## config.mk

```make
export PLATFORM = sky130hd
export DESIGN_NAME = complex_matrix_product_diagonal
export DESIGN_NICKNAME = d
export VERILOG_FILES = /design/src/hdl/cmpd_pkg.sv /design/src/hdl/cmpd_ram.sv /design/src/hdl/cmpd_fmul.sv /design/src/hdl/cmpd_fadd.sv /design/src/hdl/complex_matrix_product_diagonal.sv
export SDC_FILE = /design/constraint.sdc
export NUM_CORES = 2
export LEC_CHECK = 0
export BUFFER_PORTS_ARGS = -buffer_cell sky130_fd_sc_hd__clkbuf_2
export CORE_MARGIN = 1
export CORE_UTILIZATION = 44
export DETAILED_ROUTE_END_ITERATION = 8
export SLEW_MARGIN = 10
export SYNTH_ARGS = -nofsm -noshare
export SYNTH_HDL_FRONTEND = slang
export SYNTH_SLANG_ARGS = --single-unit
```

## constraint.sdc

```tcl
create_clock -name clk -period 16 [get_ports clk]
set_input_delay 2.4 -clock clk [delete_from_list [all_inputs] [get_ports clk]]
set_output_delay 2.4 -clock clk [all_outputs]
set_load 0.1 [all_outputs]
```

## src/hdl/cmpd_pkg.sv

```systemverilog
// shared types, sizes and float helpers for the complex matrix product diagonal
package cmpd_pkg;

    localparam int SIZE   = 4;
    localparam int CELLS  = SIZE * SIZE;
    localparam int ADDR_W = (CELLS > 1) ? $clog2(CELLS) : 1;
    localparam int ROW_W  = (SIZE > 1) ? $clog2(SIZE) : 1;
    localparam int CNT_W  = $clog2(2 * CELLS);
    localparam int ELEM_W = 64;
    localparam int FP_W   = 32;

    localparam logic [FP_W-1:0] QNAN_DEFAULT = 32'hFFC0_0000;
    localparam logic [FP_W-1:0] QUIET_BIT    = 32'h0040_0000;

    typedef struct packed {
        logic            start;
        logic            sub;
        logic [FP_W-1:0] a;
        logic [FP_W-1:0] b;
    } fpu_req_t;

    typedef struct packed {
        logic            done;
        logic [FP_W-1:0] res;
    } fpu_rsp_t;

    function automatic logic is_nan(input logic [FP_W-1:0] x);
        return (x[30:23] == 8'hFF) && (x[22:0] != 23'd0);
    endfunction

    function automatic logic is_inf(input logic [FP_W-1:0] x);
        return (x[30:23] == 8'hFF) && (x[22:0] == 23'd0);
    endfunction

    function automatic logic is_zero(input logic [FP_W-1:0] x);
        return x[30:0] == 31'd0;
    endfunction

    // significand with hidden bit
    function automatic logic [23:0] mant(input logic [FP_W-1:0] x);
        return {x[30:23] != 8'd0, x[22:0]};
    endfunction

    // subnormals use exponent one
    function automatic logic [7:0] exp_eff(input logic [FP_W-1:0] x);
        return (x[30:23] == 8'd0) ? 8'd1 : x[30:23];
    endfunction

    // round to nearest even and pack; e >= 1, m[23] clear only when e == 1
    function automatic logic [FP_W-1:0] round_pack(input logic sign,
                                                   input logic signed [10:0] e,
                                                   input logic [23:0] m,
                                                   input logic g,
                                                   input logic st);
        logic                rnd;
        logic [24:0]         m25;
        logic [23:0]         mm;
        logic signed [10:0]  ee;
        logic [FP_W-1:0]     r;
        rnd = g & (st | m[0]);
        m25 = {1'b0, m} + {24'd0, rnd};
        if (m25[24])
        begin
            mm = m25[24:1];
            ee = e + 11'sd1;
        end
        else
        begin
            mm = m25[23:0];
            ee = e;
        end
        if (ee >= 11'sd255)
            r = {sign, 8'hFF, 23'd0};
        else if (mm[23])
            r = {sign, ee[7:0], mm[22:0]};
        else
            r = {sign, 8'd0, mm[22:0]};
        return r;
    endfunction

endpackage

```

## src/hdl/cmpd_ram.sv

```systemverilog
// generic single-port-write, registered-read ram
module cmpd_ram #(
    parameter int WIDTH = 64,
    parameter int DEPTH = 16,
    localparam int AW   = (DEPTH > 1) ? $clog2(DEPTH) : 1
) (
    input  logic             clk,
    input  logic             we,
    input  logic [AW-1:0]    waddr,
    input  logic [WIDTH-1:0] wdata,
    input  logic [AW-1:0]    raddr,
    output logic [WIDTH-1:0] rdata
);

    logic [WIDTH-1:0] mem [DEPTH];

    always_ff @(posedge clk)
    begin
        if (we)
            mem[waddr] <= wdata;
        rdata <= mem[raddr];
    end

endmodule

```

## src/hdl/cmpd_fmul.sv

```systemverilog
// multi-cycle single precision multiplier, round to nearest even
module cmpd_fmul (
    input  logic               clk,
    input  logic               rst_n,
    input  cmpd_pkg::fpu_req_t req,
    output cmpd_pkg::fpu_rsp_t rsp
);
    import cmpd_pkg::*;

    typedef enum logic [1:0] {ST_IDLE, ST_NORM, ST_RND, ST_FIN} state_t;

    state_t             state_reg, state_next;
    logic [47:0]        p_reg, p_next;
    logic signed [10:0] e_reg, e_next;
    logic               stk_reg, stk_next;
    logic               sign_reg, sign_next;
    logic [FP_W-1:0]    res_reg, res_next;
    logic [23:0]        ma, mb;
    logic [7:0]         ea, eb;

    assign ma = mant(req.a);
    assign mb = mant(req.b);
    assign ea = exp_eff(req.a);
    assign eb = exp_eff(req.b);

    always_comb
    begin
        state_next = state_reg;
        p_next     = p_reg;
        e_next     = e_reg;
        stk_next   = stk_reg;
        sign_next  = sign_reg;
        res_next   = res_reg;
        unique case (state_reg)
            ST_IDLE:
            begin
                if (req.start)
                begin
                    sign_next  = req.a[31] ^ req.b[31];
                    state_next = ST_FIN;
                    if (is_nan(req.a))
                        res_next = req.a | QUIET_BIT;
                    else if (is_nan(req.b))
                        res_next = req.b | QUIET_BIT;
                    else if ((is_inf(req.a) && is_zero(req.b)) ||
                             (is_zero(req.a) && is_inf(req.b)))
                        res_next = QNAN_DEFAULT;
                    else if (is_inf(req.a) || is_inf(req.b))
                        res_next = {req.a[31] ^ req.b[31], 8'hFF, 23'd0};
                    else if (is_zero(req.a) || is_zero(req.b))
                        res_next = {req.a[31] ^ req.b[31], 31'd0};
                    else
                    begin
                        p_next     = ma * mb;
                        e_next     = $signed({3'b000, ea}) + $signed({3'b000, eb}) - 11'sd126;
                        stk_next   = 1'b0;
                        state_next = ST_NORM;
                    end
                end
            end
            ST_NORM:
            begin
                if (!p_reg[47] && (e_reg > 11'sd1))
                begin
                    p_next = {p_reg[46:0], 1'b0};
                    e_next = e_reg - 11'sd1;
                end
                else if (e_reg < 11'sd1)
                begin
                    // everything shifts out below the guard bit
                    if (e_reg < -11'sd48)
                    begin
                        stk_next = stk_reg | (|p_reg);
                        p_next   = '0;
                        e_next   = 11'sd1;
                    end
                    else
                    begin
                        stk_next = stk_reg | p_reg[0];
                        p_next   = {1'b0, p_reg[47:1]};
                        e_next   = e_reg + 11'sd1;
                    end
                end
                else
                    state_next = ST_RND;
            end
            ST_RND:
            begin
                res_next   = round_pack(sign_reg, e_reg, p_reg[47:24], p_reg[23],
                                        (|p_reg[22:0]) | stk_reg);
                state_next = ST_FIN;
            end
            ST_FIN:
                state_next = ST_IDLE;
            default:
                state_next = ST_IDLE;
        endcase
    end

    always_ff @(posedge clk or negedge rst_n)
    begin
        if (!rst_n)
            state_reg <= ST_IDLE;
        else
            state_reg <= state_next;
    end

    always_ff @(posedge clk)
    begin
        p_reg    <= p_next;
        e_reg    <= e_next;
        stk_reg  <= stk_next;
        sign_reg <= sign_next;
        res_reg  <= res_next;
    end

    assign rsp.done = (state_reg == ST_FIN);
    assign rsp.res  = res_reg;

endmodule

```

## src/hdl/cmpd_fadd.sv

```systemverilog
// multi-cycle single precision adder / subtractor, round to nearest even
module cmpd_fadd (
    input  logic               clk,
    input  logic               rst_n,
    input  cmpd_pkg::fpu_req_t req,
    output cmpd_pkg::fpu_rsp_t rsp
);
    import cmpd_pkg::*;

    typedef enum logic [2:0] {ST_IDLE, ST_SUM, ST_NORM, ST_RND, ST_FIN} state_t;

    state_t             state_reg, state_next;
    logic [26:0]        mx_reg, mx_next;
    logic [26:0]        ms_reg, ms_next;
    logic [27:0]        s_reg, s_next;
    logic signed [10:0] e_reg, e_next;
    logic               sign_reg, sign_next;
    logic               eff_sub_reg, eff_sub_next;
    logic [FP_W-1:0]    res_reg, res_next;

    logic [FP_W-1:0]    b_eff, big, small_op;
    logic               swap;
    logic [7:0]         e_big, e_small, d;
    logic [26:0]        ms_x, shifted;
    logic               lost;

    assign b_eff    = req.b ^ {req.sub, 31'd0};
    assign swap     = b_eff[30:0] > req.a[30:0];
    assign big      = swap ? b_eff : req.a;
    assign small_op = swap ? req.a : b_eff;
    assign e_big    = exp_eff(big);
    assign e_small  = exp_eff(small_op);
    assign d        = e_big - e_small;
    assign ms_x     = {mant(small_op), 3'b000};
    assign shifted  = (d >= 8'd27) ? 27'd0 : (ms_x >> d);
    assign lost     = (d >= 8'd27) ? 1'b1 : |(ms_x & ((27'd1 << d) - 27'd1));

    always_comb
    begin
        state_next   = state_reg;
        mx_next      = mx_reg;
        ms_next      = ms_reg;
        s_next       = s_reg;
        e_next       = e_reg;
        sign_next    = sign_reg;
        eff_sub_next = eff_sub_reg;
        res_next     = res_reg;
        unique case (state_reg)
            ST_IDLE:
            begin
                if (req.start)
                begin
                    state_next = ST_FIN;
                    if (is_nan(req.a))
                        res_next = req.a | QUIET_BIT;
                    else if (is_nan(req.b))
                        res_next = req.b | QUIET_BIT;
                    else if (is_inf(req.a) && is_inf(b_eff) && (req.a[31] != b_eff[31]))
                        res_next = QNAN_DEFAULT;
                    else if (is_inf(req.a))
                        res_next = req.a;
                    else if (is_inf(b_eff))
                        res_next = b_eff;
                    else if (is_zero(req.a) && is_zero(b_eff))
                        res_next = {req.a[31] & b_eff[31], 31'd0};
                    else if (is_zero(req.a))
                        res_next = b_eff;
                    else if (is_zero(b_eff))
                        res_next = req.a;
                    else
                    begin
                        mx_next      = {mant(big), 3'b000};
                        ms_next      = shifted | {26'd0, lost};
                        e_next       = $signed({3'b000, e_big});
                        sign_next    = big[31];
                        eff_sub_next = req.a[31] ^ b_eff[31];
                        state_next   = ST_SUM;
                    end
                end
            end
            ST_SUM:
            begin
                s_next     = eff_sub_reg ? ({1'b0, mx_reg} - {1'b0, ms_reg})
                                         : ({1'b0, mx_reg} + {1'b0, ms_reg});
                state_next = ST_NORM;
            end
            ST_NORM:
            begin
                if (s_reg == 28'd0)
                begin
                    // exact cancellation gives plus zero
                    res_next   = '0;
                    state_next = ST_FIN;
                end
                else if (s_reg[27])
                begin
                    s_next = {1'b0, s_reg[27:2], s_reg[1] | s_reg[0]};
                    e_next = e_reg + 11'sd1;
                end
                else if (!s_reg[26] && (e_reg > 11'sd1))
                begin
                    s_next = {s_reg[26:0], 1'b0};
                    e_next = e_reg - 11'sd1;
                end
                else
                    state_next = ST_RND;
            end
            ST_RND:
            begin
                res_next   = round_pack(sign_reg, e_reg, s_reg[26:3], s_reg[2],
                                        s_reg[1] | s_reg[0]);
                state_next = ST_FIN;
            end
            ST_FIN:
                state_next = ST_IDLE;
            default:
                state_next = ST_IDLE;
        endcase
    end

    always_ff @(posedge clk or negedge rst_n)
    begin
        if (!rst_n)
            state_reg <= ST_IDLE;
        else
            state_reg <= state_next;
    end

    always_ff @(posedge clk)
    begin
        mx_reg      <= mx_next;
        ms_reg      <= ms_next;
        s_reg       <= s_next;
        e_reg       <= e_next;
        sign_reg    <= sign_next;
        eff_sub_reg <= eff_sub_next;
        res_reg     <= res_next;
    end

    assign rsp.done = (state_reg == ST_FIN);
    assign rsp.res  = res_reg;

endmodule

```

## src/hdl/complex_matrix_product_diagonal.sv

```systemverilog
// top level: loads A and B into rams, then walks the diagonal of A times B
//
//  channel | direction | handshake           | payload
//  --------+-----------+---------------------+-------------------------------
//  in      | sink      | in_valid / in_ready | real_in, imag_in (float bits)
//  out     | source    | out_valid/out_ready | real_out, imag_out, last_out
//
// loading takes one item per cycle while in_valid is high, 2*SIZE*SIZE items per
// run; the last item of B starts the compute phase, during which in_ready is low.
// compute: per term one ram read plus four multiplies and four adds on one
// shared multiplier and one shared adder; each operation passes through an
// issue state and then waits for its unit, whose normalize loops shift one
// bit per cycle; special operands skip those loops.
// each diagonal entry goes into the output register; a row waits only if the
// previous entry has not been taken yet. after the last entry the block loads
// again while that entry still waits in the output register.
// reset clears the load counter and control state; ram contents are undefined.
module complex_matrix_product_diagonal (
    input  logic        clk,
    input  logic        rst_n,
    input  logic        in_valid,
    output logic        in_ready,
    input  logic [31:0] real_in,
    input  logic [31:0] imag_in,
    output logic        out_valid,
    input  logic        out_ready,
    output logic [31:0] real_out,
    output logic [31:0] imag_out,
    output logic        last_out
);
    import cmpd_pkg::*;

    typedef enum logic [2:0] {ST_LOAD, ST_READ, ST_ISSUE, ST_WAIT, ST_OUT} state_t;

    // operation sequence for one term
    typedef enum logic [2:0] {
        STEP_RR,    // ar * br
        STEP_II,    // ai * bi
        STEP_RI,    // ar * bi
        STEP_IR,    // ai * br
        STEP_SRE,   // ar*br - ai*bi
        STEP_SIM,   // ar*bi + ai*br
        STEP_ARE,   // real accumulate
        STEP_AIM    // imaginary accumulate
    } step_t;

    localparam logic [CNT_W-1:0]  LOAD_LAST = CNT_W'(2 * CELLS - 1);
    localparam logic [CNT_W-1:0]  CELLS_C   = CNT_W'(CELLS);
    localparam logic [ROW_W-1:0]  ROW_LAST  = ROW_W'(SIZE - 1);
    localparam logic [ADDR_W-1:0] ROW_STEP  = ADDR_W'(SIZE);

    state_t            state_reg, state_next;
    step_t             step_reg, step_next;
    logic [CNT_W-1:0]  load_cnt_reg, load_cnt_next;
    logic [ROW_W-1:0]  row_reg, row_next;
    logic [ROW_W-1:0]  col_reg, col_next;
    logic [ADDR_W-1:0] row_base_reg, row_base_next;
    logic [ADDR_W-1:0] a_addr_reg, a_addr_next;
    logic [ADDR_W-1:0] b_addr_reg, b_addr_next;
    logic [FP_W-1:0]   p1_reg, p1_next;
    logic [FP_W-1:0]   p2_reg, p2_next;
    logic [FP_W-1:0]   p3_reg, p3_next;
    logic [FP_W-1:0]   p4_reg, p4_next;
    logic [FP_W-1:0]   acc_re_reg, acc_re_next;
    logic [FP_W-1:0]   acc_im_reg, acc_im_next;
    logic              out_valid_reg, out_valid_next;
    logic [FP_W-1:0]   real_out_reg, real_out_next;
    logic [FP_W-1:0]   imag_out_reg, imag_out_next;
    logic              last_out_reg, last_out_next;

    logic              in_fire;
    logic              a_we, b_we;
    logic [ADDR_W-1:0] b_waddr;
    logic [ELEM_W-1:0] elem;
    logic [ELEM_W-1:0] a_rdata, b_rdata;
    logic [FP_W-1:0]   ar, ai, br, bi;
    logic              step_mul;
    logic              unit_done;
    logic [FP_W-1:0]   unit_res;
    fpu_req_t          mul_req, add_req;
    fpu_rsp_t          mul_rsp, add_rsp;

    assign in_ready = (state_reg == ST_LOAD);
    assign in_fire  = in_valid && in_ready;
    assign elem     = {real_in, imag_in};

    // A fills the first CELLS items, B the rest
    assign a_we    = in_fire && (load_cnt_reg < CELLS_C);
    assign b_we    = in_fire && (load_cnt_reg >= CELLS_C);
    assign b_waddr = ADDR_W'(load_cnt_reg - CELLS_C);

    cmpd_ram #(.WIDTH(ELEM_W), .DEPTH(CELLS)) u_first_matrix (
        .clk   (clk),
        .we    (a_we),
        .waddr (load_cnt_reg[ADDR_W-1:0]),
        .wdata (elem),
        .raddr (a_addr_reg),
        .rdata (a_rdata)
    );

    cmpd_ram #(.WIDTH(ELEM_W), .DEPTH(CELLS)) u_second_matrix (
        .clk   (clk),
        .we    (b_we),
        .waddr (b_waddr),
        .wdata (elem),
        .raddr (b_addr_reg),
        .rdata (b_rdata)
    );

    // read data holds while addresses hold, so it serves all eight steps
    assign ar = a_rdata[63:32];
    assign ai = a_rdata[31:0];
    assign br = b_rdata[63:32];
    assign bi = b_rdata[31:0];

    assign step_mul = (step_reg == STEP_RR) || (step_reg == STEP_II) ||
                      (step_reg == STEP_RI) || (step_reg == STEP_IR);

    always_comb
    begin
        mul_req       = '0;
        add_req       = '0;
        mul_req.start = (state_reg == ST_ISSUE) && step_mul;
        add_req.start = (state_reg == ST_ISSUE) && !step_mul;
        unique case (step_reg)
            STEP_RR:  begin mul_req.a = ar; mul_req.b = br; end
            STEP_II:  begin mul_req.a = ai; mul_req.b = bi; end
            STEP_RI:  begin mul_req.a = ar; mul_req.b = bi; end
            STEP_IR:  begin mul_req.a = ai; mul_req.b = br; end
            STEP_SRE: begin add_req.a = p1_reg; add_req.b = p2_reg; add_req.sub = 1'b1; end
            STEP_SIM: begin add_req.a = p3_reg; add_req.b = p4_reg; end
            STEP_ARE: begin add_req.a = acc_re_reg; add_req.b = p1_reg; end
            STEP_AIM: begin add_req.a = acc_im_reg; add_req.b = p3_reg; end
            default:  begin mul_req.a = ar; mul_req.b = br; end
        endcase
    end

    cmpd_fmul u_fmul (
        .clk   (clk),
        .rst_n (rst_n),
        .req   (mul_req),
        .rsp   (mul_rsp)
    );

    cmpd_fadd u_fadd (
        .clk   (clk),
        .rst_n (rst_n),
        .req   (add_req),
        .rsp   (add_rsp)
    );

    assign unit_done = step_mul ? mul_rsp.done : add_rsp.done;
    assign unit_res  = step_mul ? mul_rsp.res : add_rsp.res;

    always_comb
    begin
        state_next     = state_reg;
        step_next      = step_reg;
        load_cnt_next  = load_cnt_reg;
        row_next       = row_reg;
        col_next       = col_reg;
        row_base_next  = row_base_reg;
        a_addr_next    = a_addr_reg;
        b_addr_next    = b_addr_reg;
        p1_next        = p1_reg;
        p2_next        = p2_reg;
        p3_next        = p3_reg;
        p4_next        = p4_reg;
        acc_re_next    = acc_re_reg;
        acc_im_next    = acc_im_reg;
        real_out_next  = real_out_reg;
        imag_out_next  = imag_out_reg;
        last_out_next  = last_out_reg;
        out_valid_next = out_valid_reg && !out_ready;

        unique case (state_reg)
            ST_LOAD:
            begin
                if (in_fire)
                begin
                    if (load_cnt_reg == LOAD_LAST)
                    begin
                        // B complete: start row zero, column zero
                        load_cnt_next = '0;
                        row_next      = '0;
                        col_next      = '0;
                        row_base_next = '0;
                        a_addr_next   = '0;
                        b_addr_next   = '0;
                        acc_re_next   = '0;
                        acc_im_next   = '0;
                        state_next    = ST_READ;
                    end
                    else
                        load_cnt_next = load_cnt_reg + CNT_W'(1);
                end
            end
            ST_READ:
            begin
                step_next  = STEP_RR;
                state_next = ST_ISSUE;
            end
            ST_ISSUE:
                state_next = ST_WAIT;
            ST_WAIT:
            begin
                if (unit_done)
                begin
                    unique case (step_reg)
                        STEP_RR:  p1_next = unit_res;
                        STEP_II:  p2_next = unit_res;
                        STEP_RI:  p3_next = unit_res;
                        STEP_IR:  p4_next = unit_res;
                        STEP_SRE: p1_next = unit_res;
                        STEP_SIM: p3_next = unit_res;
                        STEP_ARE: acc_re_next = unit_res;
                        STEP_AIM: acc_im_next = unit_res;
                        default:  p1_next = unit_res;
                    endcase
                    if (step_reg == STEP_AIM)
                    begin
                        if (col_reg == ROW_LAST)
                            state_next = ST_OUT;
                        else
                        begin
                            // next term: A along the row, B down the column
                            col_next    = col_reg + ROW_W'(1);
                            a_addr_next = a_addr_reg + ADDR_W'(1);
                            b_addr_next = b_addr_reg + ROW_STEP;
                            state_next  = ST_READ;
                        end
                    end
                    else
                    begin
                        step_next  = step_t'(step_reg + 3'd1);
                        state_next = ST_ISSUE;
                    end
                end
            end
            ST_OUT:
            begin
                if (!out_valid_reg || out_ready)
                begin
                    out_valid_next = 1'b1;
                    real_out_next  = acc_re_reg;
                    imag_out_next  = acc_im_reg;
                    last_out_next  = (row_reg == ROW_LAST);
                    if (row_reg == ROW_LAST)
                        state_next = ST_LOAD;
                    else
                    begin
                        row_next      = row_reg + ROW_W'(1);
                        col_next      = '0;
                        row_base_next = row_base_reg + ROW_STEP;
                        a_addr_next   = row_base_reg + ROW_STEP;
                        b_addr_next   = ADDR_W'(row_reg) + ADDR_W'(1);
                        acc_re_next   = '0;
                        acc_im_next   = '0;
                        state_next    = ST_READ;
                    end
                end
            end
            default:
                state_next = ST_LOAD;
        endcase
    end

    always_ff @(posedge clk or negedge rst_n)
    begin
        if (!rst_n)
        begin
            state_reg     <= ST_LOAD;
            step_reg      <= STEP_RR;
            load_cnt_reg  <= '0;
            row_reg       <= '0;
            col_reg       <= '0;
            row_base_reg  <= '0;
            a_addr_reg    <= '0;
            b_addr_reg    <= '0;
            out_valid_reg <= 1'b0;
        end
        else
        begin
            state_reg     <= state_next;
            step_reg      <= step_next;
            load_cnt_reg  <= load_cnt_next;
            row_reg       <= row_next;
            col_reg       <= col_next;
            row_base_reg  <= row_base_next;
            a_addr_reg    <= a_addr_next;
            b_addr_reg    <= b_addr_next;
            out_valid_reg <= out_valid_next;
        end
    end

    // datapath registers
    always_ff @(posedge clk)
    begin
        p1_reg       <= p1_next;
        p2_reg       <= p2_next;
        p3_reg       <= p3_next;
        p4_reg       <= p4_next;
        acc_re_reg   <= acc_re_next;
        acc_im_reg   <= acc_im_next;
        real_out_reg <= real_out_next;
        imag_out_reg <= imag_out_next;
        last_out_reg <= last_out_next;
    end

    assign out_valid = out_valid_reg;
    assign real_out  = real_out_reg;
    assign imag_out  = imag_out_reg;
    assign last_out  = last_out_reg;

    // the two float units never finish in the same cycle
    a_units_exclusive: assert property (@(posedge clk) disable iff (!rst_n)
        !(mul_rsp.done && add_rsp.done))
        else $error("multiplier and adder finished together");

    // a unit only reports back while the sequencer waits for it
    a_done_in_wait: assert property (@(posedge clk) disable iff (!rst_n)
        (mul_rsp.done || add_rsp.done) |-> (state_reg == ST_WAIT))
        else $error("float unit done outside wait");

    // the last item of B closes the input until the diagonal is out
    a_load_closes: assert property (@(posedge clk) disable iff (!rst_n)
        (in_fire && (load_cnt_reg == LOAD_LAST)) |=> !in_ready)
        else $error("input still open after last item of B");

    // a new result appears only from the output state
    a_out_source: assert property (@(posedge clk) disable iff (!rst_n)
        $rose(out_valid_reg) |-> $past(state_reg == ST_OUT))
        else $error("result raised outside output state");

endmodule
```

==> impl_metrics.csv <==
group,metric,value,unit
logic_synthesis,ys_warn_count,0,
logic_synthesis,synth.distinct_cells,95,
cells_and_area,top_regs,"u_first_matrix.mem (1024), u_second_matrix.mem (1024)",
grt,overflow,0,
setup_path,cp.arrival,12.13,ns
logic_synthesis,synth_area,0.130,sq mm
sta,finalCritPeriodShare,0.717,
setup_path,cp_slowest_stage_delay,0.81,ns
floorplan,rows,199,
setup_path,ff2ff_setup_slack,4.52,ns
cts,clock_latency,0.94,ns
routing,vias_per_cell,6.03,
grt,grt_pass1_wl,582,mm
logic_synthesis,synth_top_cell_by_area,"edfxtp_1",
cts,clkTransAtPathRegs,0.06,ns
cts,post-cts-setup-buffer-count,0,
setup_path,end_kind,"flop",
routing,dr.pass1.iters,7,
cts,cts_buffer_depth,4,
grt,track_usage,0.274,
logic_synthesis,ys_seq_area_frac,0.609,
setup_path,worst_path_max_delay_cell,"and2_1",
cells_and_area,most-common-layout-cells,"2522 x edfxtp_1, 875 x nand2_1, 627 x inv_1",
cells_and_area,fin_nets,9735,
floorplan,start_util,0.442,
sta,maxSlewHeadroom,0.0796,
setup_path,critical_path_class,"reg -> reg",
floorplan,die_y,545,um
setup_path,critPathMaxFanout,53,
sta,final_max_slew_viol_count,0,
routing,drcViolationCount,0,
floorplan,core,0.294,sq mm
sta,finalSetupViolCount,0,
floorplan,fp.dieW,545,um
logic_synthesis,yosys_register_bits,2681,
logic_synthesis,synth_flop_cell,"edfxtp_1",
cts,cts_resized,0,
sta,fin_skew,0.0992,ns
place,place_area,0.135,sq mm
cts,hold_buffers,0,
cells_and_area,final_common_cell,"edfxtp_1",
grt,grt_pass1_vias,78226,
sta,rsz0062_at_grt,"no",
sta,hold_viol_final,0,
sta,fmax,0.0871,GHz
cells_and_area,drive_gt1_frac,0.159,
grt,antenna_found_initial,38,
routing,routed_wl,409,mm
cells_and_area,nFillCells,24692,
cells_and_area,final-instance-count-excl-fill,13063,
sta,finalCriticalPeriod,11.48,ns
routing,routed-via-count,78721,
logic_synthesis,ys_top_cells_by_area,"edfxtp_1 58%, mux4_2 8.0%, fa_1 7.5%, ha_1 2.8%, nand2_1 2.5%",
place,place_inst,12513,
cts,htree_levels,5,
routing,routedWlPerCell,31.3,um
place,hpwl,267,mm
logic_synthesis,syn_avg_cell_area,14.8,sq um
logic_synthesis,ys_async_sr_fraction,0.0116,
logic_synthesis,synth_top_cell_area_share,0.584,
place,routabilityCongestion,0.964,
routing,ant_nets,0,
setup_path,start_kind,"flop",
logic_synthesis,synth_edf_count,2522,
cts,clock_sinks,2681,
setup_path,cp.required,16.65,ns
cts,cts_buffers,293,
outcome,status,"complete, no violations",
cells_and_area,layout-area-overhead-vs-synth,11.7,%
job,cap_violations,0,
logic_synthesis,syn_inst,8777,
floorplan,num_io_pins,135,
sta,tightest_slew,1.38,ns
setup_path,critPathTopFamily,"adder cells",
hold_path,hold_class,"reg -> reg",
floorplan,die_area,0.297,sq mm
cells_and_area,final_area,0.145,sq mm
cts,cts_tree,"done",
logic_synthesis,syn_nets,9622,
setup_path,worst_path_most_repeated_cell,"fa_1",
setup_path,path_buf_inv,7,
sta,finalSetupTns,0,ns
cts,cts_root_buf,"clkbuf_16",
routing,drtIter0Drc,8890,
place,io_buffers,134,
grt,grt_start_max_net_pins,114,
## cells by family after synthesis
logic type               Yosys count  synth area share
XOR/XNOR                         156            0.0105
adder cells (fa/ha/maj)          777             0.103
AND/OR/NAND/NOR                 1782            0.0605
AO/OA/AOI/OAI                   1427            0.0739
buffers and inverters           1133            0.0337
multiplexers                     821             0.109
flip-flops                      2681             0.609
## worst reg2reg max path, delay by kind of cell (launching register included)
kind	cells	cell delay, ns
AOI/OAI and AO/OA	12	3.06
adders and majority gates	9	4.24
buffers and inverters	7	1.37
DFF	1	0.74
and+or+nand+nor	4	1.87
## cell usage after synthesis, types with 44 or more instances
| cell type | instances |
|---|---|
| a22oi_1 | 262 |
| mux2_2 | 117 |
| a221oi_1 | 74 |
| o22ai_1 | 60 |
| nor2_1 | 390 |
| and3_1 | 44 |
| xnor2_1 | 85 |
| ha_1 | 292 |
| clkbuf_1 | 364 |
| fa_1 | 485 |
| inv_1 | 628 |
| dfxtp_1 | 128 |
| a21o_1 | 47 |
| and2_1 | 87 |
| nor4_1 | 48 |
| edfxtp_1 | 2522 |
| a22o_1 | 63 |
| buf_1 | 84 |
| o21ai_0 | 325 |
| nand2_1 | 878 |
| nand3_1 | 87 |
| a211oi_1 | 53 |
| mux4_2 | 462 |
| xor2_1 | 71 |
| a21oi_1 | 278 |
| nor3_1 | 81 |
| mux2i_1 | 240 |
## worst paths after layout
| check | to | depth (start not counted) | start |
|---|---|---|---|
| min in group asynchronous | u_fmul.state_reg[0] | 1 | rst_n |
| setup reg to reg | u_fmul.p_reg[47] | 32 | step_reg[2] |
| hold / removal | real_out[16] | 0 | acc_re_reg[16] |
| hold reg to reg | real_out[16] | 0 | acc_re_reg[16] |
| setup / recovery | u_fmul.p_reg[47] | 32 | step_reg[2] |
| max in group asynchronous | step_reg[2] | 1 | rst_n |
## through the flow
| stage | setup slack, ns | util | hold WS (ns) |
|---|---|---|---|
| 2_1_floorplan | 5.50 | - | 0.426 |
| 3_3_place_gp | 4.50 | 0.461 | 0.456 |
| 3_5_place_dp | 4.46 | 0.461 | 0.456 |
| 4_1_cts | 4.44 | 0.493 | 0.471 |
| 5_1_grt | 4.03 | 0.493 | 0.485 |
| 6_report | 4.52 | 0.494 | 0.471 |
## area by class of cell
type                       count  area, sq um  share of cell area
clock inverter               147         1620              0.0112
clock buffer                 386         8000              0.0552
inverter                     630         2360              0.0163
tap                         3919         4900              0.0338
antenna                       16         40.0            0.000276
multi-input combinational   4963        46700               0.322
sequential                  2681        79100               0.546
timing repair buffer         321         2160              0.0149
## metal layers
metal	share of wire	vias to the layer above	GRT usage
li1	-	33242	-
met1	0.41	41335	0.371
met2	0.48	3466	0.447
met3	0.072	664	0.0420
met4	0.042	14	0.105
met5	0.00023	-	0
Power is not shown: default switching activity piles up to over one toggle a cycle in this logic, so the estimate is an artifact.
